==> config.mk <==
export PLATFORM = sky130hd
export DESIGN_NAME = rac_ctrl
export DESIGN_NICKNAME = d
export VERILOG_FILES = /design/src/hdl/rac_pkg.sv /design/src/hdl/rac_ctrl.sv
export SDC_FILE = /design/constraint.sdc
export NUM_CORES = 1
export LEC_CHECK = 0
export ABC_AREA = 1
export ABC_CLOCK_PERIOD_IN_PS = 1100
export BUFFER_PORTS_ARGS = -buffer_cell sky130_fd_sc_hd__buf_2
export CAP_MARGIN = 20
export CELL_PAD_IN_SITES_DETAIL_PLACEMENT = 0
export CELL_PAD_IN_SITES_GLOBAL_PLACEMENT = 1
export CORE_AREA = 2 2 39 41
export DETAILED_ROUTE_END_ITERATION = 16
export DIE_AREA = 0 0 41 43
export GPL_ROUTABILITY_DRIVEN = 0
export PLACE_DENSITY = 0.63
export SYNTH_ARGS = -nofsm -noshare
export SYNTH_HDL_FRONTEND = slang
export SYNTH_SLANG_ARGS = --single-unit
==> constraint.sdc <==
create_clock -name aclk -period 1.1 [get_ports aclk]
set_input_delay 0 -clock aclk [delete_from_list [all_inputs] [get_ports aclk]]
set_output_delay 0 -clock aclk [all_outputs]
set_load 0.02 [all_outputs]
==> src/hdl/rac_pkg.sv <==
package rac_pkg;

    localparam int SAMPLE_PORT_BITS = 16;
    localparam int LAG_PORT_BITS    = 8;
    localparam int SUM_BITS         = 64;
    localparam int COUNT_BITS       = 32;

    localparam logic [SUM_BITS-1:0] SUM_MAX = {1'b0, {(SUM_BITS-1){1'b1}}};
    localparam logic [SUM_BITS-1:0] SUM_MIN = {1'b1, {(SUM_BITS-1){1'b0}}};

    localparam logic REQ_PUSH = 1'b0;
    localparam logic REQ_READ = 1'b1;

    // controller -> datapath
    typedef struct packed {
        logic clear_step;    // zero one accumulator, step the lag counter down
        logic store_sample;  // write incoming sample to the ring (history not full)
        logic walk_start;    // latch sample, load slot and lag counters
        logic walk_step;     // issue one lag: ring and accumulator reads
        logic walk_finish;   // retire latched sample into the ring, bump counts
        logic read_start;    // latch the clamped read lag
        logic out_load;      // load the result register
    } rac_cmd_t;

    // datapath -> controller
    typedef struct packed {
        logic lag_last;
        logic pipe_busy;
        logic out_free;
        logic history_full;
    } rac_status_t;

endpackage

==> src/hdl/rac_ctrl.sv <==
module rac_ctrl (
    input  logic                 aclk,
    input  logic                 aresetn,
    input  logic                 s_valid,
    output logic                 s_ready,
    input  logic                 s_req_type,
    input  rac_pkg::rac_status_t status,
    output rac_pkg::rac_cmd_t    cmd
);
    import rac_pkg::*;

    localparam logic [2:0] ST_CLEAR   = 3'd0;
    localparam logic [2:0] ST_IDLE    = 3'd1;
    localparam logic [2:0] ST_WALK    = 3'd2;
    localparam logic [2:0] ST_DRAIN   = 3'd3;
    localparam logic [2:0] ST_RD_ADDR = 3'd4;
    localparam logic [2:0] ST_RD_DATA = 3'd5;

    logic [2:0] state_reg;
    logic [2:0] state_next;

    assign s_ready = (state_reg == ST_IDLE);

    always_comb begin
        state_next = state_reg;
        cmd        = '0;
        case (state_reg)
            ST_CLEAR: begin
                cmd.clear_step = 1'b1;
                if (status.lag_last) begin
                    state_next = ST_IDLE;
                end
            end
            ST_IDLE: begin
                if (s_valid) begin
                    if (s_req_type == REQ_PUSH) begin
                        if (status.history_full) begin
                            cmd.walk_start = 1'b1;
                            state_next     = ST_WALK;
                        end else begin
                            cmd.store_sample = 1'b1;
                        end
                    end else begin
                        cmd.read_start = 1'b1;
                        state_next     = ST_RD_ADDR;
                    end
                end
            end
            ST_WALK: begin
                cmd.walk_step = 1'b1;
                if (status.lag_last) begin
                    state_next = ST_DRAIN;
                end
            end
            ST_DRAIN: begin
                // wait for the last accumulator write before retiring the sample
                if (!status.pipe_busy) begin
                    cmd.walk_finish = 1'b1;
                    state_next      = ST_IDLE;
                end
            end
            ST_RD_ADDR: begin
                state_next = ST_RD_DATA;
            end
            ST_RD_DATA: begin
                // hold until the result register is free
                if (status.out_free) begin
                    cmd.out_load = 1'b1;
                    state_next   = ST_IDLE;
                end
            end
            default: begin
                state_next = ST_IDLE;
            end
        endcase
    end

    always_ff @(posedge aclk) begin
        if (!aresetn) begin
            state_reg <= ST_CLEAR;
        end else begin
            state_reg <= state_next;
        end
    end

endmodule

==> results by group <==
CTS
  • Reg clk slew, reported paths: 40 ps
  • Clk root buf: clkbuf_4
  • Clk sinks: 3
  • Worst skew pair latency: 230 ps
  • TritonCTS clock tree: built
  • Cts hold-fix bufs: 0
  • Clk buf depth: 2
  • TritonCTS buffer count: 3
  • H-tree Lvls: 1

Worst setup path
  • Reg-to-reg slack, setup: -60 ps
  • FF-to-FF Start: state_reg[2]
  • Crit path capture: cmd[4]
  • Crit path launch type: flop
  • Worst path cell trace: nor3_4 > inv_2 > nor4_4 > buf_4
  • CP startpoint: state_reg[2]
  • Worst endpoint required time: 1100 ps
  • Slowest CP cell: dfxtp_4
  • Reg2reg end: state_reg[2]
  • R2R depth: 8
  • Crit-path max cell delay: 360 ps
  • Setup Crit Path Kind: flop to primary output
  • Type of destination of the critical path: primary output
  • CP Max Fanout: 5
  • Arr. time, crit path: 1200 ps

STA
  • Final period util: 109%
  • Headroom to the max-slew limit: 85.4%
  • Final Hold Viols: 0
  • WHS: 7.55 ps
  • Fin. max-slew vios: 0
  • Post-Route Skew: 3.38 ps
  • Final setup violating endpoints: 8
  • Min Tclk post-route: 1200 ps
  • FMAX: 836 MHz
  • Tightest Pin Transition: 219 ps
  • Setup ws final: -96.0 ps
  • RSZ-0062 raised after global routing: yes

Power and ir drop
  • Leakage: 0.310 nW
  • VDD IR max: 1.09 mV
  • P per Cell Area: 2380 mW/mm^2

Global route
  • GRT overflow: 0
  • Initial antenna violation count: 0
  • First-pass GRT wire length: 1360 um
  • Largest net degree at the start of global routing: 6
  • Vias in the first global route: 398
  • GRT Overall Usage: 11.3%

Synth
  • Sequential cell area fraction in the yosys report: 23.1%
  • Register bit total from synthesis: 3
  • Synth Warn #: 0
  • Syn avg cell area: 6.20 um^2
  • Netlist Area Pre-Place: 260 um^2
  • Netlist cell types: 14
  • Synthesized netlist cell count: 42
  • Mapped Nets: 50

Die
  • FP Rows: 14
  • Starting density of the core: 18.8%
  • Die area: 0.00176 mm^2
  • Die width: 41 um
  • Core Region: 0.00138 mm^2
  • Io pins: 16
  • Die H: 43 um

Cells and area
  • Fillers: 138
  • Layout cells sized above 1: 70.1%
  • Layout overhead on the synthesized area: 144%
  • Post-route cell area: 636 um^2
  • Final layout net count: 86
  • Max reg flops: 3
  • N_diodes: 0

Routing
  • Initial DRT Pass Iterations: 4
  • DR WL/cell: 9.32 um
  • Vias: 399
  • Initial DRC count: 2
  • DRC viols: 0
  • Final wirelength: 867 um
  • Vias per cell: 4.29
  • Routed Antenna Nets: 0

Place
  • Post-DP HPWL: 608 um
  • Port Buffer Count: 15
  • Post-DP Area: 448 um^2

Run status
  • Violated checks: negative setup slack
  • Outcome: finished with violations

Hold path
  • Hold Crit Start: aresetn
  • Worst hold path type: input pin to flop

Job
  • Max_cap viols: 0
## power breakdown
part	switching (mW)	internal, mW
sequential	0.0783	0.175
combinational	0.536	0.531
clock	0.0557	0.136
total	0.670	0.841
## stage by stage
step	setup WS (ps)	power [mW]	TNS [ps]	utilization, %	std cells
after floorplan	-66.7	0.667	-173	-	42
after global placement	-53.0	0.951	-104	32.4	81
after detailed placement	-36.0	0.944	-64.4	32.4	81
after CTS	-128	1.38	-657	41.2	93
after global routing	-188	1.63	-1130	45.9	93
final	-96.0	1.51	-441	45.9	93
## logic make-up after synthesis
family	synth area share, %
and+or+nand+nor	59.6
buffers and inverters	11.5
DFF	23.1
AOI/OAI and AO/OA	5.77
## synth_stat cells (all sizes together)
library cell	instances	share of area (%)
nor3	3	10
nand3	1	3.8
nor2	9	16
nand3b	1	2.9
nand4	3	7.2
inv	8	12
nor4	3	7.2
a21oi	3	5.8
nand2	8	13
dfxtp	3	23
## cell type report
type	instances	area [um^2]	area share (%)
multi-input cells	31	243	38.2
repair buffers	31	243	38.2
flip-flops and latches	3	68.8	10.8
inverters	8	35.0	5.51
clock buffers	4	26.3	4.13
well taps	16	20.0	3.15
## worst min path at each step
stage	end	slack (ps)	depth (start not counted)
3_5_place_dp	state_reg[2]	250	3
2_1_floorplan	cmd[4]	40	1
3_3_place_gp	state_reg[1]	260	3
6_report	state_reg[2]	8	3
5_1_grt	state_reg[1]	30	3
4_1_cts	state_reg[2]	2	3
## cell usage in the layout (no fill, tap or decap), drive strengths merged
cell and instances:
dfxtp 3, nand3 1, clkbuf 4, buf 31, nor2 9, a21oi 3, inv 8, nand4 3
nand2 8, nor3 3, nor4 3, nand3b 1
## timing repair
item	4_1_cts	5_1_grt
resized for setup	13	15
pin swaps	2	4
endpoints found under the setup margin	8	11
buffers inserted	8	0
endpoints found under the hold margin	0	0
## routing by layer
| layer | global-route usage [%] | routed length (um) | vias to the layer above |
|---|---|---|---|
| met5 | 0 | 0 | - |
| met3 | 0 | 39 | 0 |
| met4 | 10.0 | 0 | 0 |
| met1 | 11.2 | 359 | 178 |
| li1 | - | - | 211 |
| met2 | 19.7 | 468 | 10 |
## worst max-delay path, delay by kind of cell, from the launching register on
family / cells / cell delay [ps]
simple gates: 2 / 350
buf+inv: 2 / 250
flops: 1 / 360
Power figures use the tool's default switching activity.
